## src/sv/bsed_pkg.sv

```systemverilog
// ----------------------------------------------------------------------------
// bsed_pkg
// Shared types, character codes and lookup functions for the escape decoder.
// ----------------------------------------------------------------------------
package bsed_pkg;

  localparam logic [1:0] PH_TEXT = 2'd0;
  localparam logic [1:0] PH_ESC  = 2'd1;
  localparam logic [1:0] PH_HEX1 = 2'd2;
  localparam logic [1:0] PH_HEX2 = 2'd3;

  localparam logic [7:0] CH_BSLASH = 8'h5C;
  localparam logic [7:0] CH_DQUOTE = 8'h22;
  localparam logic [7:0] CH_SQUOTE = 8'h27;
  localparam logic [7:0] CH_LOW_X  = 8'h78;
  localparam logic [7:0] CH_UP_X   = 8'h58;
  localparam logic [7:0] CH_LOW_A  = 8'h61;
  localparam logic [7:0] CH_LOW_B  = 8'h62;
  localparam logic [7:0] CH_LOW_F  = 8'h66;
  localparam logic [7:0] CH_LOW_N  = 8'h6E;
  localparam logic [7:0] CH_LOW_R  = 8'h72;
  localparam logic [7:0] CH_LOW_T  = 8'h74;
  localparam logic [7:0] CH_LOW_V  = 8'h76;
  localparam logic [7:0] CH_DIG_0  = 8'h30;
  localparam logic [7:0] CH_DIG_9  = 8'h39;
  localparam logic [7:0] CH_UP_A   = 8'h41;
  localparam logic [7:0] CH_UP_F   = 8'h46;

  localparam logic [7:0] CODE_BEL = 8'h07;
  localparam logic [7:0] CODE_BS  = 8'h08;
  localparam logic [7:0] CODE_FF  = 8'h0C;
  localparam logic [7:0] CODE_LF  = 8'h0A;
  localparam logic [7:0] CODE_CR  = 8'h0D;
  localparam logic [7:0] CODE_HT  = 8'h09;
  localparam logic [7:0] CODE_VT  = 8'h0B;

  typedef struct packed {
    logic [1:0] phase;
    logic [3:0] high_nibble;
    logic       error_seen;
  } bsed_state_t;

  typedef struct packed {
    logic       valid;
    logic [7:0] data;
    logic       last;
    logic       error;
  } bsed_result_t;

  typedef struct packed {
    logic       ok;
    logic [7:0] value;
  } bsed_lookup_t;

  function automatic bsed_lookup_t hex_value(input logic [7:0] c);
    bsed_lookup_t r;
    r = '0;
    if (c inside {[CH_DIG_0:CH_DIG_9]}) begin
      r.ok    = 1'b1;
      r.value = c - CH_DIG_0;
    end else if (c inside {[CH_LOW_A:CH_LOW_F]}) begin
      r.ok    = 1'b1;
      r.value = c - CH_LOW_A + 8'd10;
    end else if (c inside {[CH_UP_A:CH_UP_F]}) begin
      r.ok    = 1'b1;
      r.value = c - CH_UP_A + 8'd10;
    end
    return r;
  endfunction

  function automatic bsed_lookup_t simple_escape(input logic [7:0] c);
    bsed_lookup_t r;
    r.ok = 1'b1;
    case (c)
      CH_DQUOTE: r.value = CH_DQUOTE;
      CH_SQUOTE: r.value = CH_SQUOTE;
      CH_BSLASH: r.value = CH_BSLASH;
      CH_LOW_A:  r.value = CODE_BEL;
      CH_LOW_B:  r.value = CODE_BS;
      CH_LOW_F:  r.value = CODE_FF;
      CH_LOW_N:  r.value = CODE_LF;
      CH_LOW_R:  r.value = CODE_CR;
      CH_LOW_T:  r.value = CODE_HT;
      CH_LOW_V:  r.value = CODE_VT;
      default: begin
        r.ok    = 1'b0;
        r.value = 8'd0;
      end
    endcase
    return r;
  endfunction

endpackage

```

## src/sv/backslash_escape_decoder_core.sv

```systemverilog
// ----------------------------------------------------------------------------
// backslash_escape_decoder_core
// Decodes C style backslash escapes in a byte stream, one byte per cycle unless the output stalls.
// ----------------------------------------------------------------------------
//   channel  | direction | handshake          | payload
//   in_      | input     | in_valid/in_stall  | in_byte, in_end_of_string
//   out_     | output    | out_valid/out_stall| out_byte, out_last, out_error
//
// Each transaction is registered, decoded combinationally and its result, if
// any, lands in the output register: one byte per cycle while the output does not stall.
// Throughput is set by the single decode step between the two registers.
// A stall on the output holds the input register and in turn raises in_stall.
// Reset (rst_n low, synchronous) returns the decoder to plain text state.
// ----------------------------------------------------------------------------
module backslash_escape_decoder_core import bsed_pkg::*; (
  input  logic       clk,
  input  logic       rst_n,
  input  logic       in_valid,
  output logic       in_stall,
  input  logic [7:0] in_byte,
  input  logic       in_end_of_string,
  output logic       out_valid,
  input  logic       out_stall,
  output logic [7:0] out_byte,
  output logic       out_last,
  output logic       out_error
);

  logic         in_valid_r, in_valid_nxt;
  logic [7:0]   byte_r;
  logic         eos_r;
  bsed_state_t  st_r, st_nxt;
  bsed_result_t res;
  logic         out_valid_r, out_valid_nxt;
  logic [7:0]   out_byte_r;
  logic         out_last_r;
  logic         out_error_r;
  logic         out_free;
  logic         proc;
  logic         in_take;

  assign out_free = !out_valid_r || !out_stall;
  assign proc     = in_valid_r && out_free;
  assign in_stall = in_valid_r && !out_free;
  assign in_take  = in_valid && !in_stall;

  bsed_decode u_decode (
    .st     (st_r),
    .c      (byte_r),
    .eos    (eos_r),
    .st_nxt (st_nxt),
    .res    (res)
  );

  assign in_valid_nxt  = in_take ? 1'b1 : (proc ? 1'b0 : in_valid_r);
  assign out_valid_nxt = proc ? res.valid : (out_valid_r && out_stall);

  always_ff @(posedge clk) begin
    if (!rst_n) begin
      in_valid_r  <= 1'b0;
      out_valid_r <= 1'b0;
      st_r        <= '0;
    end else begin
      in_valid_r  <= in_valid_nxt;
      out_valid_r <= out_valid_nxt;
      if (proc) st_r <= st_nxt;
    end
  end

  always_ff @(posedge clk) begin
    if (in_take) begin
      byte_r <= in_byte;
      eos_r  <= in_end_of_string;
    end
    if (proc && res.valid) begin
      out_byte_r  <= res.data;
      out_last_r  <= res.last;
      out_error_r <= res.error;
    end
  end

  assign out_valid = out_valid_r;
  assign out_byte  = out_byte_r;
  assign out_last  = out_last_r;
  assign out_error = out_error_r;

  a_last_clears_state: assert property (@(posedge clk) disable iff (!rst_n)
    (proc && res.valid && res.last) |=> (st_r == '0))
    else $error("State not cleared after the final result of a string.");

  a_error_result_form: assert property (@(posedge clk) disable iff (!rst_n)
    (out_valid && out_error) |-> (out_last && out_byte == 8'd0))
    else $error("Error result is not a zero byte marked last.");

  a_swallow_after_error: assert property (@(posedge clk) disable iff (!rst_n)
    (proc && st_r.error_seen && !eos_r) |=> !out_valid)
    else $error("Result produced while swallowing bytes after an error.");

  a_stall_needs_item: assert property (@(posedge clk) disable iff (!rst_n)
    in_stall |-> (in_valid_r && out_valid_r))
    else $error("Input stalled without a pending transaction.");

endmodule

```

## src/sv/bsed_decode.sv

```systemverilog
// ----------------------------------------------------------------------------
// bsed_decode
// Combinational escape decoding step: next state and optional result.
// ----------------------------------------------------------------------------
module bsed_decode import bsed_pkg::*; (
  input  bsed_state_t  st,
  input  logic [7:0]   c,
  input  logic         eos,
  output bsed_state_t  st_nxt,
  output bsed_result_t res
);

  bsed_lookup_t hex;
  bsed_lookup_t simp;

  assign hex  = hex_value(c);
  assign simp = simple_escape(c);

  always_comb begin
    logic do_fail;
    st_nxt  = st;
    res     = '0;
    do_fail = 1'b0;
    if (st.error_seen) begin
      if (eos) begin
        res = '{valid: 1'b1, data: 8'd0, last: 1'b1, error: 1'b1};
      end
    end else begin
      case (st.phase)
        PH_TEXT: begin
          if (c == CH_BSLASH && !eos) begin
            st_nxt.phase = PH_ESC;
          end else begin
            res = '{valid: 1'b1, data: c, last: eos, error: 1'b0};
          end
        end
        PH_ESC: begin
          if (c == CH_LOW_X || c == CH_UP_X) begin
            if (eos) do_fail = 1'b1;
            else st_nxt.phase = PH_HEX1;
          end else if (simp.ok) begin
            st_nxt.phase = PH_TEXT;
            res = '{valid: 1'b1, data: simp.value, last: eos, error: 1'b0};
          end else begin
            do_fail = 1'b1;
          end
        end
        PH_HEX1: begin
          if (!hex.ok || eos) begin
            do_fail = 1'b1;
          end else begin
            st_nxt.high_nibble = hex.value[3:0];
            st_nxt.phase       = PH_HEX2;
          end
        end
        PH_HEX2: begin
          if (!hex.ok) begin
            do_fail = 1'b1;
          end else begin
            st_nxt.phase       = PH_TEXT;
            st_nxt.high_nibble = 4'd0;
            res = '{valid: 1'b1, data: {st.high_nibble, hex.value[3:0]},
                    last: eos, error: 1'b0};
          end
        end
        default: st_nxt = '0;
      endcase
      if (do_fail) begin
        if (eos) begin
          res = '{valid: 1'b1, data: 8'd0, last: 1'b1, error: 1'b1};
        end else begin
          st_nxt = '{phase: PH_TEXT, high_nibble: 4'd0, error_seen: 1'b1};
        end
      end
    end
    if (res.valid && res.last) st_nxt = '0;
  end

endmodule

```

## config.mk

```make
export PLATFORM = sky130hd
export DESIGN_NAME = backslash_escape_decoder_core
export DESIGN_NICKNAME = d
export VERILOG_FILES = /design/src/sv/bsed_pkg.sv /design/src/sv/backslash_escape_decoder_core.sv /design/src/sv/bsed_decode.sv
export SDC_FILE = /design/constraint.sdc
export NUM_CORES = 1
export LEC_CHECK = 0
export BUFFER_PORTS_ARGS = -buffer_cell sky130_fd_sc_hd__buf_4
export CORE_UTILIZATION = 62
export CTS_CLUSTER_SIZE = 24
export DETAILED_ROUTE_END_ITERATION = 10
export GPL_TIMING_DRIVEN = 0
export PLACE_DENSITY = 0.85
export SETUP_SLACK_MARGIN = 0.5
export SYNTH_ARGS = -nofsm -noshare
export SYNTH_HDL_FRONTEND = slang
export SYNTH_SLANG_ARGS = --single-unit
```

## constraint.sdc

```tcl
create_clock -name clk -period 7 [get_ports clk]
set_clock_uncertainty 0.05 [all_clocks]
set_input_delay 1.4 -clock clk [delete_from_list [all_inputs] [get_ports clk]]
set_output_delay 1.4 -clock clk [all_outputs]
set_load 0.05 [all_outputs]
```

==> metrics <==
Seq/Total Area, Yosys 0.398; hold buffer count at cts 0; Setup crit start byte_r[0]$_DFFE_PP_; leak pwr 0.799 nW; hold path depth 1; WL per Instance 17.3 um; total track usage 0.281; H-tree depth 1; Max Cap Viol 0; reg2reg end out_byte[3]$_SDFFCE_PP0P_; R2R Setup Slk 3.59 ns; top_reg_cell synth edfxtp_1; Comb power frac 0.193; R2R depth 8; Setup Buffers After CTS 0; post-DP HPWL 3180 um; Initial DRC Count 125; GRT overflow 0; TritonCTS Buffers 3; Net Sw Power 0.000102 W; outcome complete, but fails checks; asr flop ratio synth 0; Sw Share 0.285; fmax 293 MHz; maximum vdd drop 125 uV; first-pass GRT wire length 7200 um; initial antenna violation count 0; clock transition at the registers of the reported paths 0.16 ns; RSZ-0062 raised after global routing no; Hold Fails Final Rpt 0; GP Congestion 0.989; CTS Buffer Depth 2; Slew HR 0.388; antenna cell count 0; Die Y 57.2 um; Routed Antenna Nets 0; Post-Route WL 4280 um; fraction of the cycle the final worst path needs 0.488; WP data arrival 3.35 ns; Post-Syn Nets 205; nets@finish 234; Avg Vias per Cell 6.77; hold wc startpoint st_r[2]$_SDFFE_PN0P_; via count 1671; CTS Sinks 28; Site Rows 19; share of post-route cells with drive strength above 1 0.241; Post-Syn Area 1890 um2; Initial Util 0.667; Setup-failing EPs final 0; Final Core Density 0.762; final number of max-transition violations 0; Req. time, crit path 6.93 ns; Post-synth EDFFs 19; Layout area overhead 14.1%; area of the core 2830 um2; Crit Path Max Fanout 10; Worst Tran Pin Value 0.911 ns; Port-buffer cells 24; YS warnings 0; Yosys reg bits 28; Cell Pwr Density 165 nW/um2; die area 3270 um2; vias in the first global route 1595; HP Class reg2reg; internal power 0.000255 W; Synth cell types 66; CTS tree built; syn avg cell area 10.0 um2; largest net degree at the start of global routing 17; Horiz. Die Dim 57.2 um; sequential power share 0.544; DRC viols 4; RR Startpoint byte_r[0]$_DFFE_PP_; Mapped Cells 188; post_cts resized 0; Crit. End Element register; Clock Power Share 0.263; CP startpoint kind register; final critical-path required period 3.41 ns; failing checks design-rule violations; worst skew pair latency 0.34 ns; I/O pins 25; Root Driver clkbuf_4; Min-Delay Endpoint st_r[2]$_SDFFE_PN0P_; first-pass iteration count of the detailed router 7; Setup TNS 0 ns; Setup Crit Path Kind reg2reg
registers in the layout, summed over array words and instances, names as in the netlist:
signal / cells
out_byte: 8
out_valid: 1
out_last: 1
out_error: 1
eos_r: 1
byte_r: 8
in_valid_r: 1
st_r: 7
synth_stat cells (4+ instances only):
| cell type | instances | area [um2] |
|---|---|---|
| nand2_1 | 14 | 52.6 |
| mux2i_1 | 4 | 40.0 |
| inv_1 | 6 | 22.5 |
| a31oi_1 | 5 | 31.3 |
| a22oi_1 | 4 | 30.0 |
| nor3_1 | 4 | 20.0 |
| edfxtp_1 | 19 | 571 |
| nand3b_1 | 5 | 37.5 |
| dfxtp_1 | 9 | 180 |
| nor2_1 | 17 | 63.8 |
| nand3_1 | 10 | 50.1 |
| ha_1 | 4 | 50.1 |
| a21oi_1 | 11 | 55.1 |
logic make-up (layout without fill, tap and decap cells):
| kind of cell | after synthesis | count (layout) | share of synthesized area |
|---|---|---|---|
| buffers and inverters | 15 | 43 | 0.0563 |
| AOI/OAI and AO/OA | 59 | 59 | 0.247 |
| DFF | 28 | 28 | 0.398 |
| xor gates and xnor gates | 3 | 3 | 0.0139 |
| and+or+nand+nor | 75 | 75 | 0.237 |
| adders and majority gates | 4 | 4 | 0.0265 |
| muxes | 4 | 4 | 0.0212 |
cell usage in the layout, fill, tap and decap left out, types with 3 or more instances in the layout:
master / instances
nand2_1: 14
nor2_1: 17
edfxtp_1: 19
o21ai_1: 3
o31ai_1: 3
o2bb2ai_1: 3
clkbuf_4: 3
a22oi_1: 4
nor3_1: 4
ha_1: 4
mux2i_1: 4
nand3_1: 10
a31oi_1: 5
clkbuf_8: 3
a32o_1: 3
and3_1: 3
inv_1: 6
dfxtp_1: 9
a21oi_1: 11
nand3b_1: 5
o21ai_0: 3
buf_4: 27
layer usage:
| metal | routed length, um | global-route usage |
|---|---|---|
| met2 | 2080 | 0.486 |
| met1 | 1820 | 0.363 |
| met5 | 0 | 0 |
| met4 | 59 | 0.108 |
| met3 | 321 | 0.0317 |
per-stage QoR:
stage | hold slack [ns] | total power (W) | std cells | area (um2) | worst slack (ns)
after floorplan | 0.382 | 0.000243 | 188 | 1890 | 3.67
after global placement | 0.402 | 0.000264 | 243 | 2110 | 3.66
after detailed placement | 0.405 | 0.000265 | 243 | 2110 | 3.63
after CTS | 0.435 | 0.000357 | 247 | 2150 | 3.62
after global routing | 0.467 | 0.000368 | 247 | 2150 | 3.41
final | 0.438 | 0.000356 | 247 | 2150 | 3.59
worst max path at each step:
stage / end / slack (ns) / cells after the start
2_1_floorplan: in_stall / 3.67 / 1
3_3_place_gp: in_stall / 3.66 / 3
3_5_place_dp: out_byte[3]$_SDFFCE_PP0P_ / 3.63 / 8
4_1_cts: out_byte[3]$_SDFFCE_PP0P_ / 3.62 / 8
5_1_grt: out_byte[3]$_SDFFCE_PP0P_ / 3.41 / 7
6_report: out_byte[3]$_SDFFCE_PP0P_ / 3.59 / 8
critical path, cell delays in order (launching register included):
cell and delay (ns):
edfxtp_1 0.54, inv_1 0.21, ha_1 0.33, mux2i_1 0.13, nor4b_2 0.41, or2_4 0.25, nor3_4 0.05, o32a_1 0.36
o21ai_1 0.73
power groups by stage:
| stage | clock, W | combinational (W) | sequential (W) |
|---|---|---|---|
| after detailed placement | 0 | 0.0000680 | 0.000197 |
| after CTS | 0.0000948 | 0.0000682 | 0.000194 |
| after global placement | 0 | 0.0000667 | 0.000197 |
| after global routing | 0.000101 | 0.0000731 | 0.000195 |
| after floorplan | 0 | 0.0000325 | 0.000211 |
| final | 0.0000938 | 0.0000688 | 0.000194 |
final cells by class:
class / count / area (um2)
repair buffers: 24 / 180
fillers: 208 / 674
flip-flops and latches: 28 / 751
inverters: 6 / 22.5
multi-input cells: 145 / 1030
well taps: 31 / 38.8
plain buffers: 9 / 83.8
clock buffers: 4 / 47.5
No activity file was read; power rests on OpenSTA's default activity.
